`config.mk`:
```
export PLATFORM = sky130hd
export DESIGN_NAME = crcf_frame_core
export DESIGN_NICKNAME = d
export VERILOG_FILES = /design/src/design/crcf_pkg.sv /design/src/design/crcf_frame_core.sv
export SDC_FILE = /design/constraint.sdc
export NUM_CORES = 1
export LEC_CHECK = 0
export BUFFER_PORTS_ARGS = -buffer_cell sky130_fd_sc_hd__buf_2
export CELL_PAD_IN_SITES_DETAIL_PLACEMENT = 1
export CELL_PAD_IN_SITES_GLOBAL_PLACEMENT = 1
export CORE_MARGIN = 3
export CORE_UTILIZATION = 40
export DETAILED_ROUTE_END_ITERATION = 6
export PLACE_DENSITY_LB_ADDON = 0.1
export SLEW_MARGIN = 30
export SYNTH_ARGS = -nofsm -noshare
export SYNTH_HDL_FRONTEND = slang
export SYNTH_SLANG_ARGS = --single-unit
```
`constraint.sdc`:
```
create_clock -name clock -period 3.9 [get_ports clock]
set_clock_uncertainty 0.05 [all_clocks]
set_input_delay 0.195 -clock clock [delete_from_list [all_inputs] [get_ports clock]]
set_output_delay 0.195 -clock clock [all_outputs]
set_load 0.01 [all_outputs]
```
`src/design/crcf_pkg.sv`:
```
// Shared types, constants and the byte-wide CRC-32 step of the frame checker.
// No dependencies; used by every module under design/ except crcf_in_stage.
package crcf_pkg;

   localparam logic [31:0] CRC_POLY      = 32'hEDB8_8320;
   localparam logic [31:0] CRC_INIT      = 32'hFFFF_FFFF;
   localparam logic [7:0]  START_BYTE    = 8'h01;
   localparam logic [7:0]  END_BYTE      = 8'h04;
   localparam logic [11:0] MIN_FRAME     = 12'd12;
   localparam logic [11:0] COUNT_MAX     = 12'hFFF;
   localparam logic [11:0] MAX_LEN_RESET = 12'd2060;
   localparam int          TAIL_DEPTH    = 5;

   // Header byte positions
   localparam logic [11:0] POS_START   = 12'd0;
   localparam logic [11:0] POS_CMD_HI  = 12'd3;
   localparam logic [11:0] POS_CMD_LO  = 12'd4;

   typedef enum logic [1:0] {
      STATUS_OK      = 2'd0,
      STATUS_BAD_LEN = 2'd1,
      STATUS_BAD_MRK = 2'd2,
      STATUS_BAD_CRC = 2'd3
   } status_type;

   typedef struct packed {
      status_type  status;
      logic [15:0] command;
      logic [11:0] frame_length;
   } result_type;

   // Reflected CRC-32, one byte, bit steps unrolled.
   function automatic logic [31:0] crc_byte(input logic [31:0] crc, input logic [7:0] b);
      logic [31:0] c;
      c = crc ^ {24'd0, b};
      for (int k = 0; k < 8; k++) begin
         c = (c >> 1) ^ (c[0] ? CRC_POLY : 32'd0);
      end
      return c;
   endfunction

endpackage

```
`src/design/crcf_frame_core.sv`:
```
// Frame state of the checker: running CRC, five-byte tail line, byte count,
// header capture, length limit register and the end-of-frame checks.
// Depends on crcf_pkg.
module crcf_frame_core (
   input  logic                clock,
   input  logic                reset,
   input  logic                csr_wr,
   input  logic [11:0]         csr_value,
   input  logic                step,
   input  logic [7:0]          step_byte,
   input  logic                step_last,
   output logic                res_valid,
   output crcf_pkg::result_type res
);

   logic [31:0] crc_ff, crc_in;
   logic [7:0]  tail_ff [crcf_pkg::TAIL_DEPTH];
   logic [7:0]  tail_in [crcf_pkg::TAIL_DEPTH];
   logic [11:0] count_ff, count_in;
   logic [7:0]  start_ff, start_in;
   logic [15:0] cmd_ff, cmd_in;
   logic [11:0] max_len_ff;
   logic [31:0] crc_fin;
   logic        crc_ok;
   crcf_pkg::status_type status;

   always_comb begin
      start_in = start_ff;
      cmd_in   = cmd_ff;
      if (count_ff == crcf_pkg::POS_START) begin
         start_in = step_byte;
      end else if (count_ff == crcf_pkg::POS_CMD_HI) begin
         cmd_in[15:8] = step_byte;
      end else if (count_ff == crcf_pkg::POS_CMD_LO) begin
         cmd_in[7:0] = step_byte;
      end

      // oldest tail byte enters the CRC once the line is full
      crc_in = crc_ff;
      if (count_ff >= 12'(crcf_pkg::TAIL_DEPTH)) begin
         crc_in = crcf_pkg::crc_byte(crc_ff, tail_ff[0]);
      end
      for (int k = 0; k < crcf_pkg::TAIL_DEPTH - 1; k++) begin
         tail_in[k] = tail_ff[k + 1];
      end
      tail_in[crcf_pkg::TAIL_DEPTH - 1] = step_byte;

      count_in = (count_ff < crcf_pkg::COUNT_MAX) ? 12'(count_ff + 12'd1) : count_ff;

      crc_fin = ~crc_in;
      crc_ok  = (tail_in[0] == crc_fin[31:24]) && (tail_in[1] == crc_fin[23:16]) &&
                (tail_in[2] == crc_fin[15:8])  && (tail_in[3] == crc_fin[7:0]);

      if ((count_in > max_len_ff) || (count_in < crcf_pkg::MIN_FRAME)) begin
         status = crcf_pkg::STATUS_BAD_LEN;
      end else if ((start_in != crcf_pkg::START_BYTE) ||
                   (tail_in[crcf_pkg::TAIL_DEPTH - 1] != crcf_pkg::END_BYTE)) begin
         status = crcf_pkg::STATUS_BAD_MRK;
      end else if (!crc_ok) begin
         status = crcf_pkg::STATUS_BAD_CRC;
      end else begin
         status = crcf_pkg::STATUS_OK;
      end

      res_valid        = step && step_last;
      res.status       = status;
      res.command      = (status == crcf_pkg::STATUS_OK) ? cmd_in : 16'd0;
      res.frame_length = count_in;
   end

   always_ff @(posedge clock) begin
      if (reset) begin
         max_len_ff <= crcf_pkg::MAX_LEN_RESET;
      end else if (csr_wr) begin
         max_len_ff <= csr_value;
      end
   end

   always_ff @(posedge clock) begin
      if (reset || (step && step_last)) begin
         crc_ff   <= crcf_pkg::CRC_INIT;
         count_ff <= 12'd0;
         start_ff <= 8'd0;
         cmd_ff   <= 16'd0;
         for (int k = 0; k < crcf_pkg::TAIL_DEPTH; k++) begin
            tail_ff[k] <= 8'd0;
         end
      end else if (step) begin
         crc_ff   <= crc_in;
         count_ff <= count_in;
         start_ff <= start_in;
         cmd_ff   <= cmd_in;
         for (int k = 0; k < crcf_pkg::TAIL_DEPTH; k++) begin
            tail_ff[k] <= tail_in[k];
         end
      end
   end

endmodule

```
Yosys cells after proc, flatten, opt, wreduce, memory -nomap -nowiden:

Memories as Yosys holds them, arrays and structs flattened.
Cells that the tools add are included.

* register bits: 80
* memory bits (writable): 40
* input bits: 25
* word-level logic and storage cells: 72
* memories kept: 1

* $add $sub $neg: 1
* magnitude comparators: 4
* equality and inequality tests: 8
* muxes and demuxes: 29
* bitwise gates (word level): 15
* reduce and logical (&&, ||, !) cells: 9

Memories
* tail_ff: words 5, bits a word 8, read ports 5, clocked after Yosys merged registers in 0, wr ports 5, line crcf_frame_core.sv:17 `logic [7:0] tail_ff [crcf_pkg::TAIL_DEPTH];`

Operators by type and width (number)
* $mux 32: 9
* $xor 31x32->32: 8
* $mux 8: 9
* $eq 8x8->1: 4
* $mux 16: 2
* $not 32->32: 1
* $xor 32x8->32: 1
* $add 12x1->12 const B: 1
* $eq 12x2->1 const B: 1
* $eq 12x3->1 const B: 1
* $ge 12x3->1 const B: 1
* $gt 12x12->1: 1
* $logic_not 12->1: 1
* $lt 12x12->1 const B: 1
* $lt 12x4->1 const B: 1
* $mux 12: 1
* $ne 8x1->1 const B: 1
* $ne 8x3->1 const B: 1
* $mux 2: 3
* $mux 1: 5
* $or 1x1->1: 5
* $logic_and 1x1->1: 4
* $logic_or 1x1->1: 3
* $logic_not 2->1: 1

Logic depth before layout (Yosys ltp):

Gate-level depths: netlist of the first run.

* word-level depth: 28
* mapped depth: 18
* mapped depth without buffers: 16

Worst setup path before layout of the first run:

OpenSTA, ideal clock, no wires.

* kind: register -> output
* from: register count_ff[4]
* to: output port res[17] (netlist name)
* arrival: 3.665 ns
* path slack: -0.010 ns
* stages on the path, launching flop included: 19
* buffers on the path: 2
* cells stage by stage: dfxtp_1 clkbuf_1 and4_1 nand3_1 nor3_1 nor2_1 nand3_1 xnor2_1 ha_1 a21oi_1 nor2b_1 o21ai_0 nand2b_1 a21oi_1 o21ai_0 nand2_1 a32oi_1 clkbuf_1 nor4_2

RTL lines
* start, declared: line crcf_frame_core.sv:19 `logic [11:0] count_ff, count_in;`
* start signal, assigned: line crcf_frame_core.sv:90 `count_ff <= count_in;`
* end, declared: line crcf_frame_core.sv:13 `output crcf_pkg::result_type res`

==> flow_metrics.env, run 1 <==
export IMPL_status="finished, violations left"
export IMPL_violations="negative setup slack"
export IMPL_final_common_cell="dfxtp_1"
export IMPL_synthFlopType="dfxtp_1"
export IMPL_synth_avg_cell_area_um2=10.4
export IMPL_pwr_share_comb_pct=16.2
export IMPL_start_kind="flop"
export IMPL_p_sw_share_pct=27.9
export IMPL_synthCells=688
export IMPL_clkPwrFrac_pct=44.3
export IMPL_yosys_area_share_simple_pct=16.4
export IMPL_num_vias=5820
export IMPL_synthXorXnorAreaFrac_pct=20.8
export IMPL_dp_hpwl_um=15600
export IMPL_mostFrequentLayoutCells="dfxtp_1 (73), buf_4 (58), buf_2 (55)"
export IMPL_drv_cap=0
export IMPL_setup_ws_ns=-0.167
export IMPL_grt_overflow=0
export IMPL_rr_startpoint="count_ff[8]"
export IMPL_root_buffer="clkbuf_16"
export IMPL_place_area_mm2=0.00775
export IMPL_dp_cells=964
export IMPL_rsz0062_at_grt="true"
export IMPL_die_w_um=139
export IMPL_grtUsageTotal_pct=23.7
export IMPL_critPathLaunch="crc_ff[6]"
export IMPL_start_util_pct=41.1
export IMPL_clk_pin_slew_ns=0.06
export IMPL_fmax_mhz=246
export IMPL_pin_count=56
export IMPL_setup_viol=17
export IMPL_cts_tree="built"
export IMPL_power_per_cell_area_mw_per_mm2=374
export IMPL_vdd_ir_drop_worst_uv=269
export IMPL_drtPass1Iterations=4
export IMPL_num_nets_final=853
export IMPL_maxSlewHeadroom_pct=32.7
export IMPL_diodes=0
export IMPL_drc=0
export IMPL_cts_buffers=17
export IMPL_viasPerCell=5.54
export IMPL_drt_wl_total_um=22800
export IMPL_tightest_slew_ns=1.01
export IMPL_grt_max_degree=43
export IMPL_slew_violations=0
export IMPL_rows=48
export IMPL_wire_per_inst_um=21.6
export IMPL_dieArea_mm2=0.0195
export IMPL_synth_top_family_by_area="XOR/XNOR gates"
export IMPL_hold_violations=0
export IMPL_detail_route_antenna_nets=0
export IMPL_finalCriticalPeriod_ns=4.07
export IMPL_async_flop_share_pct=0
export IMPL_p_seq_share_pct=39.4
export IMPL_drt_iter0_drc=315
export IMPL_die_y_um=139
export IMPL_synth_fa_ha_area_share_pct=2.63
export IMPL_design_area_mm2=0.00929
export IMPL_p_switching_uw=969
export IMPL_r2r_slack_ns=0.95
export IMPL_syn2layout_area_growth_pct=30.4
export IMPL_antenna_found_initial=0
export IMPL_yosysUniqueCellTypes=68
export IMPL_htreeDepth=4
export IMPL_gp_congestion=0.894
export IMPL_numPortBuffers=55
export IMPL_drive_gt1_share_pct=30.8
export IMPL_ys_warnings_count=0
export IMPL_p_total_mw=3.47
export IMPL_path_class="reg2out"
export IMPL_ys_ff_latch=120
export IMPL_min_period_over_period_pct=104
export IMPL_hold_path_class="in2reg"
export IMPL_required_ns=3.65
export IMPL_synth_edf_count=40
export IMPL_cts_sinks=120
export IMPL_p_leak_nw=4.03
export IMPL_clk_latency_ns=0.42
export IMPL_clock_path_buffers=2
export IMPL_end_kind="output port"
export IMPL_synth_compound_area_share_pct=12.5
export IMPL_syn_area_mm2=0.00713
export IMPL_core_mm2=0.0174
export IMPL_cp_max_fo=17
export IMPL_grt_pass1_vias=6295
export IMPL_syn_nets=728
export IMPL_synth_area_mux_share_pct=4.79
export IMPL_min_from="step_byte[7]"
export IMPL_grt_pass1_wl_um=35900
export IMPL_cp_arrival_ns=3.82
export IMPL_intPower_mw=2.50
export IMPL_final_cell_count_no_fill=1051
export IMPL_seq_area_frac_synth_pct=39.3
## cell families after synthesis
logic type	Yosys count
AO/OA/AOI/OAI	130
XOR/XNOR	121
adder cells (fa/ha/maj)	15
buffers and inverters	58
flip-flops	120
multiplexers	34
AND/OR/NAND/NOR	210
## power groups by stage
| stage | Combinational (mW) | Clock, mW | Sequential (mW) |
|---|---|---|---|
| floorplan | 0.325 | 0 | 1.38 |
| global placement | 0.444 | 0 | 1.39 |
| detailed placement | 0.451 | 0 | 1.39 |
| CTS | 0.545 | 1.57 | 1.37 |
| global route | 0.602 | 1.63 | 1.37 |
| finish | 0.564 | 1.54 | 1.37 |
## cell type report
cell class,count,area (µm²)
Clock buffer,19,475
Clock inverter,13,104
Fill cell,1888,8070
Inverter,25,93.8
Multi-Input combinational cell,510,4480
Sequential cell,120,2810
Tap cell,225,282
Timing Repair Buffer,139,1040
## cells in the mapped netlist (25+ instances only)
cell type  count  area [µm²]
clkbuf_1      25        93.8
a22o_1        28         245
and3_1        41         257
edfxtp_1      40        1200
a21oi_1       38         190
xor2_1        35         307
xnor2_1       55         482
nand2_1       35         131
mux2i_1       33         330
nor2_1        59         221
dfxtp_1       80        1600
inv_1         25        93.8
## critical path: stages (launching register included)
cell	delay (ns)
dfxtp_1	0.49
xnor2_4	0.15
buf_12	0.15
xnor2_4	0.22
buf_6	0.16
xnor2_4	0.08
xnor2_2	0.17
a221o_1	0.37
nor4_2	0.32
o2111ai_2	0.17
or4_4	0.53
buf_12	0.18
nor4_2	0.23
buf_2	0.18
## worst paths after layout
kind / depth (start not counted) / to
worst max-delay path: 13 / res[14]
worst min-delay path: 2 / cmd_ff[15]
worst max register to register: 6 / cmd_ff[11]
worst min register to register: 1 / start_ff[0]
## metal layers
layer | vias to the layer above | wire (µm) | GRT usage (%)
met3 | 27 | 1030 | 4.78
met4 | 0 | 300 | 6.69
li1 | 2743 | - | -
met2 | 130 | 11800 | 41.3
met1 | 2920 | 9590 | 29.7
met5 | - | 0 | 0
## per-stage QoR
step	utilization [%]	worst slack, ns	hold slack (ns)	TNS, ns
6_report	53.5	-0.167	0.0553	-2.31
5_1_grt	53.5	-0.316	0.0595	-5.12
4_1_cts	52.0	-0.167	0.0433	-2.23
3_5_place_dp	44.7	-0.0664	0.374	-0.572
3_3_place_gp	44.7	-0.00580	0.363	-0.0247
2_1_floorplan	-	0.155	0.271	0
## sequential cells by signal (all words and copies together) (netlist names)
| register | flops |
|---|---|
| count_ff | 12 |
| cmd_ff | 16 |
| tail_ff | 40 |
| crc_ff | 32 |
| start_ff | 8 |
| max_len_ff | 12 |
## repair_timing
action / 4_1_cts / 5_1_grt
hold endpoints to repair: 12 / 0
setup endpoints to repair: 18 / 18
gates resized for setup: 46 / 41
hold buffers: 12 / 0
gates cloned: 1 / 0
pin swaps: 22 / 13
buffers inserted: 31 / 11
No activity file was read; power rests on OpenSTA's default activity.
==> run 2: changes to the inputs <==
--- a/config.mk
+++ b/config.mk
@@ -5,9 +5,11 @@
 export SDC_FILE = /design/constraint.sdc
 export NUM_CORES = 1
 export LEC_CHECK = 0
+export ABC_CLOCK_PERIOD_IN_PS = 3900
 export BUFFER_PORTS_ARGS = -buffer_cell sky130_fd_sc_hd__buf_2
 export CELL_PAD_IN_SITES_DETAIL_PLACEMENT = 1
 export CELL_PAD_IN_SITES_GLOBAL_PLACEMENT = 1
+export CORE_ASPECT_RATIO = 0.6
 export CORE_MARGIN = 3
 export CORE_UTILIZATION = 40
 export DETAILED_ROUTE_END_ITERATION = 6
==> flow_metrics.env, run 2 (same netlist as run 1, synthesis figures left out) <==
export IMPL_status="finished, violations left"
export IMPL_violations="negative setup slack"
export IMPL_setup_viol=17
export IMPL_largest_reg_flops=40
export IMPL_maxSlewHeadroom_pct=38.6
export IMPL_drive_gt1_share_pct=29.7
export IMPL_num_nets_final=852
export IMPL_hold_end="max_len_ff[10]"
export IMPL_finalCriticalPeriod_ns=4.16
export IMPL_gp_congestion=0.924
export IMPL_drt_iter0_drc=553
export IMPL_hold_violations=0
export IMPL_antenna_found_initial=0
export IMPL_r2r_slack_ns=0.83
export IMPL_core_mm2=0.0173
export IMPL_root_buffer="clkbuf_16"
export IMPL_hold_path_class="in2reg"
export IMPL_diodes=0
export IMPL_viasPerCell=5.68
export IMPL_cts_tree="built"
export IMPL_drc=0
export IMPL_clk_pin_slew_ns=0.06
export IMPL_num_vias=6019
export IMPL_drtPass1Iterations=5
export IMPL_cp_arrival_ns=3.92
export IMPL_reg2reg_to="cmd_ff[8]"
export IMPL_clock_path_buffers=2
export IMPL_die_w_um=178
export IMPL_min_period_over_period_pct=107
export IMPL_end_kind="output port"
export IMPL_hold_path_cell_count=2
export IMPL_reg_top3="tail_ff: 40 flops, crc_ff: 32 flops, cmd_ff: 16 flops"
export IMPL_p_total_mw=3.45
export IMPL_largest_register="tail_ff"
export IMPL_start_kind="flop"
export IMPL_grtUsageTotal_pct=25.0
export IMPL_p_leak_nw=3.97
export IMPL_tightest_slew_ns=0.920
export IMPL_rsz0062_at_grt="true"
export IMPL_path_class="reg2out"
export IMPL_cts_sinks=120
export IMPL_cts_buffers=17
export IMPL_drt_wl_total_um=23900
export IMPL_design_area_mm2=0.00915
export IMPL_dp_hpwl_um=16400
export IMPL_required_ns=3.65
export IMPL_numPortBuffers=55
export IMPL_vdd_ir_drop_worst_uv=290
export IMPL_start_util_pct=41.2
export IMPL_place_area_mm2=0.00779
export IMPL_setup_ws_ns=-0.263
export IMPL_slew_violations=0
export IMPL_final_common_cell="dfxtp_1"
export IMPL_htreeDepth=4
export IMPL_detail_route_antenna_nets=0
export IMPL_cp_max_fo=17
export IMPL_drv_cap=0
export IMPL_dieArea_mm2=0.0195
export IMPL_grt_pass1_vias=6051
export IMPL_rr_startpoint="count_ff[3]"
export IMPL_mostFrequentLayoutCells="dfxtp_1 (74), buf_4 (57), nor2_1 (54), buf_2 (54), xnor2_1 (46)"
export IMPL_die_y_um=109
export IMPL_grt_overflow=0
export IMPL_clk_latency_ns=0.43
export IMPL_fmax_mhz=240
export IMPL_power_per_cell_area_mw_per_mm2=377
export IMPL_syn2layout_area_growth_pct=28.4
export IMPL_grt_pass1_wl_um=36300
export IMPL_min_from="reset"
export IMPL_n_fill_cell=1910
export IMPL_wire_per_inst_um=22.5
export IMPL_pin_count=56
export IMPL_rows=37
export IMPL_reg2regPathDepth=6
export IMPL_grt_max_degree=43
[run 2: stage by stage]
stage	hold slack [ns]	TNS, ns	cells	setup WS [ns]	util, %
2_1_floorplan	0.271	0	688	0.155	-
3_3_place_gp	0.364	-0.522	977	-0.0686	45.0
3_5_place_dp	0.374	-1.61	977	-0.148	45.0
4_1_cts	0.0433	-3.48	1054	-0.255	51.9
5_1_grt	0.0559	-7.02	1059	-0.433	52.9
6_report	0.0548	-3.55	1059	-0.263	52.9
[run 2: worst max-delay path by stage]
stage               slack (ns)          start  depth (start not counted)      end
CTS                      -0.25  tail_ff[0][6]                         11  res[19]
global placement         -0.07      crc_ff[1]                         11  res[12]
finish                   -0.26  tail_ff[0][2]                         13  res[27]
floorplan                 0.15    count_ff[4]                         18  res[17]
detailed placement       -0.15      crc_ff[1]                         11  res[16]
global route             -0.43    count_ff[1]                         19  res[16]
[run 2: area by class of cell]
type	count	area, µm²	area share (%)
multi-input cells	510	4370	47.8
flip-flops and latches	120	2810	30.7
inverters	25	93.8	1.03
well taps	234	293	3.20
repair buffers	138	1030	11.3
clock inverters	14	111	1.22
clock buffers	18	439	4.80
[run 2: repair_timing]
item | 4_1_cts | 5_1_grt
pin swaps | 21 | 16
hold endpoints to repair | 12 | 0
hold buffers | 12 | 0
buffers inserted | 32 | 5
resized for setup | 41 | 32
endpoints found under the setup margin | 18 | 18
cloned | 1 | 0
[run 2: report_power, final]
| part | total, mW | switching, mW | internal [mW] |
|---|---|---|---|
| logic | 0.574 | 0.310 | 0.264 |
| clock network | 1.51 | 0.664 | 0.843 |
| registers | 1.37 | 0.0446 | 1.33 |
[run 2: critical path, cell delays in order, from the launching register on]
cell and delay, ns:
edfxtp_1 0.45, xnor2_4 0.18, buf_12 0.14, xnor2_4 0.25, buf_6 0.17, xnor2_1 0.17, xnor2_2 0.14, a221o_1 0.40
nor4_4 0.28, o2111ai_2 0.14, or4_4 0.52, buf_12 0.18, nor4_1 0.25, buf_2 0.19
[run 2: metal layers]
metal / GRT usage [%] / part of all wire, %
met1: 37.9 / 50
met2: 35.6 / 42
met3: 6.00 / 6.5
met4: 5.61 / 1.1
met5: 0 / 0
==> run 3: changes to the inputs <==
--- a/config.mk
+++ b/config.mk
@@ -11,7 +11,8 @@
 export CELL_PAD_IN_SITES_GLOBAL_PLACEMENT = 1
 export CORE_ASPECT_RATIO = 0.6
 export CORE_MARGIN = 3
-export CORE_UTILIZATION = 40
+export CORE_UTILIZATION = 25
+export CTS_CLUSTER_SIZE = 10
 export DETAILED_ROUTE_END_ITERATION = 6
 export PLACE_DENSITY_LB_ADDON = 0.1
 export SLEW_MARGIN = 30
==> flow_metrics.env, run 3 (same netlist as run 1, synthesis figures left out) <==
export IMPL_status="finished, violations left"
export IMPL_violations="negative setup slack"
export IMPL_num_nets_final=869
export IMPL_largest_reg_flops=40
export IMPL_syn2layout_area_growth_pct=32.2
export IMPL_grt_max_degree=34
export IMPL_reg_top3="tail_ff: 40 flops, crc_ff: 32 flops, cmd_ff: 16 flops"
export IMPL_viasPerCell=4.86
export IMPL_diodes=0
export IMPL_pin_count=56
export IMPL_min_period_over_period_pct=108
export IMPL_crit_top_cell="xnor2_4"
export IMPL_numPortBuffers=55
export IMPL_cts_sinks=120
export IMPL_final_cell_count_no_fill=1209
export IMPL_vdd_ir_drop_worst_uv=218
export IMPL_maxSlewHeadroom_pct=37.1
export IMPL_fin_tns_setup_ns=-4.62
export IMPL_cp_arrival_ns=3.96
export IMPL_gp_congestion=0.801
export IMPL_r2r_slack_ns=0.77
export IMPL_start_kind="flop"
export IMPL_dieArea_mm2=0.0306
export IMPL_start_util_pct=25.6
export IMPL_required_ns=3.65
export IMPL_drt_iter0_drc=468
export IMPL_grt_overflow=0
export IMPL_cp_max_fo=17
export IMPL_die_w_um=224
export IMPL_tightest_slew_ns=0.943
export IMPL_final_common_cell="buf_4"
export IMPL_die_y_um=137
export IMPL_largest_register="tail_ff"
export IMPL_cp_slowest_cell="or4_4"
export IMPL_clk_pin_slew_ns=0.06
export IMPL_final_core_util_pct=33.9
export IMPL_htreeDepth=4
export IMPL_fmax_mhz=238
export IMPL_detail_route_antenna_nets=0
export IMPL_grt_pass1_vias=5836
export IMPL_drive_gt1_share_pct=29.7
export IMPL_p_leak_nw=4.00
export IMPL_hold_path_cell_count=2
export IMPL_slew_violations=0
export IMPL_slowest_delay_ns=0.53
export IMPL_core_mm2=0.0278
export IMPL_mostFrequentLayoutCells="buf_4 (79), dfxtp_1 (78), nor2_1 (55), buf_2 (55), xnor2_1 (50)"
export IMPL_drc=0
export IMPL_min_from="step_byte[2]"
export IMPL_regArea_mm2=0.00281
export IMPL_end_kind="output port"
export IMPL_cts_tree="built"
export IMPL_antenna_found_initial=1
export IMPL_rsz0062_at_grt="true"
export IMPL_setup_viol=17
export IMPL_setup_ws_ns=-0.305
export IMPL_hold_violations=0
export IMPL_wire_per_inst_um=21.9
export IMPL_clock_path_buffers=2
export IMPL_multi_input_area_mm2=0.00436
export IMPL_cts_buffers=17
export IMPL_n_fill_cell=3130
export IMPL_power_per_cell_area_mw_per_mm2=367
export IMPL_reg2reg_to="cmd_ff[11]"
export IMPL_num_vias=5879
export IMPL_rr_startpoint="count_ff[4]"
export IMPL_finalCriticalPeriod_ns=4.21
export IMPL_path_class="reg2out"
export IMPL_dp_hpwl_um=19500
export IMPL_crit_chain="xnor2_4 > buf_4 > xnor2_4 > xnor3_2 > xnor2_2 > o21ai_2 > nor4_4 > o2111ai_2 > or4_4 > buf_8 > nor4_2 > buf_2"
export IMPL_drv_cap=0
export IMPL_grt_pass1_wl_um=38400
export IMPL_hold_path_class="in2reg"
export IMPL_preCtsSetupSlack_ns=-0.358
export IMPL_reg2regPathDepth=7
export IMPL_hold_end="cmd_ff[2]"
export IMPL_drtPass1Iterations=4
export IMPL_rows=47
export IMPL_clk_latency_ns=0.43
export IMPL_p_total_mw=3.45
export IMPL_root_buffer="clkbuf_16"
export IMPL_grtUsageTotal_pct=17.1
export IMPL_drt_wl_total_um=26400
export IMPL_dp_cells=1134
-- run 3: cell count changes in the layout (fill, tap and decap cells not counted), moves of 3 or more --
cell     delta
buf_4      +22
buf_6       -9
dfxtp_1     +4
dfxtp_2     -4
xnor2_1     +4
xnor2_2     -4
buf_8       +3
o21ai_1     -3
-- run 3: how the worst max path moves through the flow --
stage,to,slack [ns],startpoint
detailed placement,res[27],-0.36,count_ff[0]
global placement,res[12],-0.34,count_ff[0]
CTS,res[27],-0.37,count_ff[3]
finish,res[15],-0.31,tail_ff[0][1]
floorplan,res[17],0.15,count_ff[4]
global route,res[15],-0.44,tail_ff[0][1]
-- run 3: layer usage --
| layer | track usage [%] | vias to the layer above | routed length [µm] |
|---|---|---|---|
| met5 | 0 | - | 0 |
| met2 | 21.6 | 111 | 9780 |
| met1 | 28.2 | 2973 | 15100 |
| met3 | 3.15 | 22 | 1160 |
| li1 | - | 2773 | - |
| met4 | 4.90 | 0 | 366 |
-- run 3: layout make-up --
type	count	share of cell area (%)
tap	367	4.88
clock inverter	13	1.01
sequential	120	29.8
multi-input combinational	510	46.3
timing repair buffer	155	12.2
inverter	25	0.997
clock buffer	19	4.82
-- run 3: where the power goes --
group / internal, mW / switching [mW] / total [mW]
registers: 1.33 / 0.0399 / 1.37
clock network: 0.851 / 0.651 / 1.50
logic: 0.261 / 0.321 / 0.581
total: 2.44 / 1.01 / 3.45
-- run 3: stage by stage --
step / hold slack [ns] / cell area, µm²
after floorplan: 0.271 / 7130
after global placement: 0.363 / 8150
after detailed placement: 0.376 / 8150
after CTS: 0.0340 / 9030
after global routing: 0.0656 / 9420
final: 0.0586 / 9420
-- run 3: what timing repair did --
item,in CTS,in global routing
hold endpoints to repair,12,0
pin swaps,7,23
setup buffers,10,20
setup endpoints to repair,18,18
gates cloned,0,1
hold buffers,12,0
resized for setup,19,40
-- run 3: worst max-delay path: cells and delay by family, from the launching register on --
kind                      cells  cell delay (ns)
xor gates and xnor gates      4             1.19
and+or+nand+nor               3             1.09
buffers and inverters         3             0.53
AOI/OAI and AO/OA             2             0.25
DFF                           1             0.45
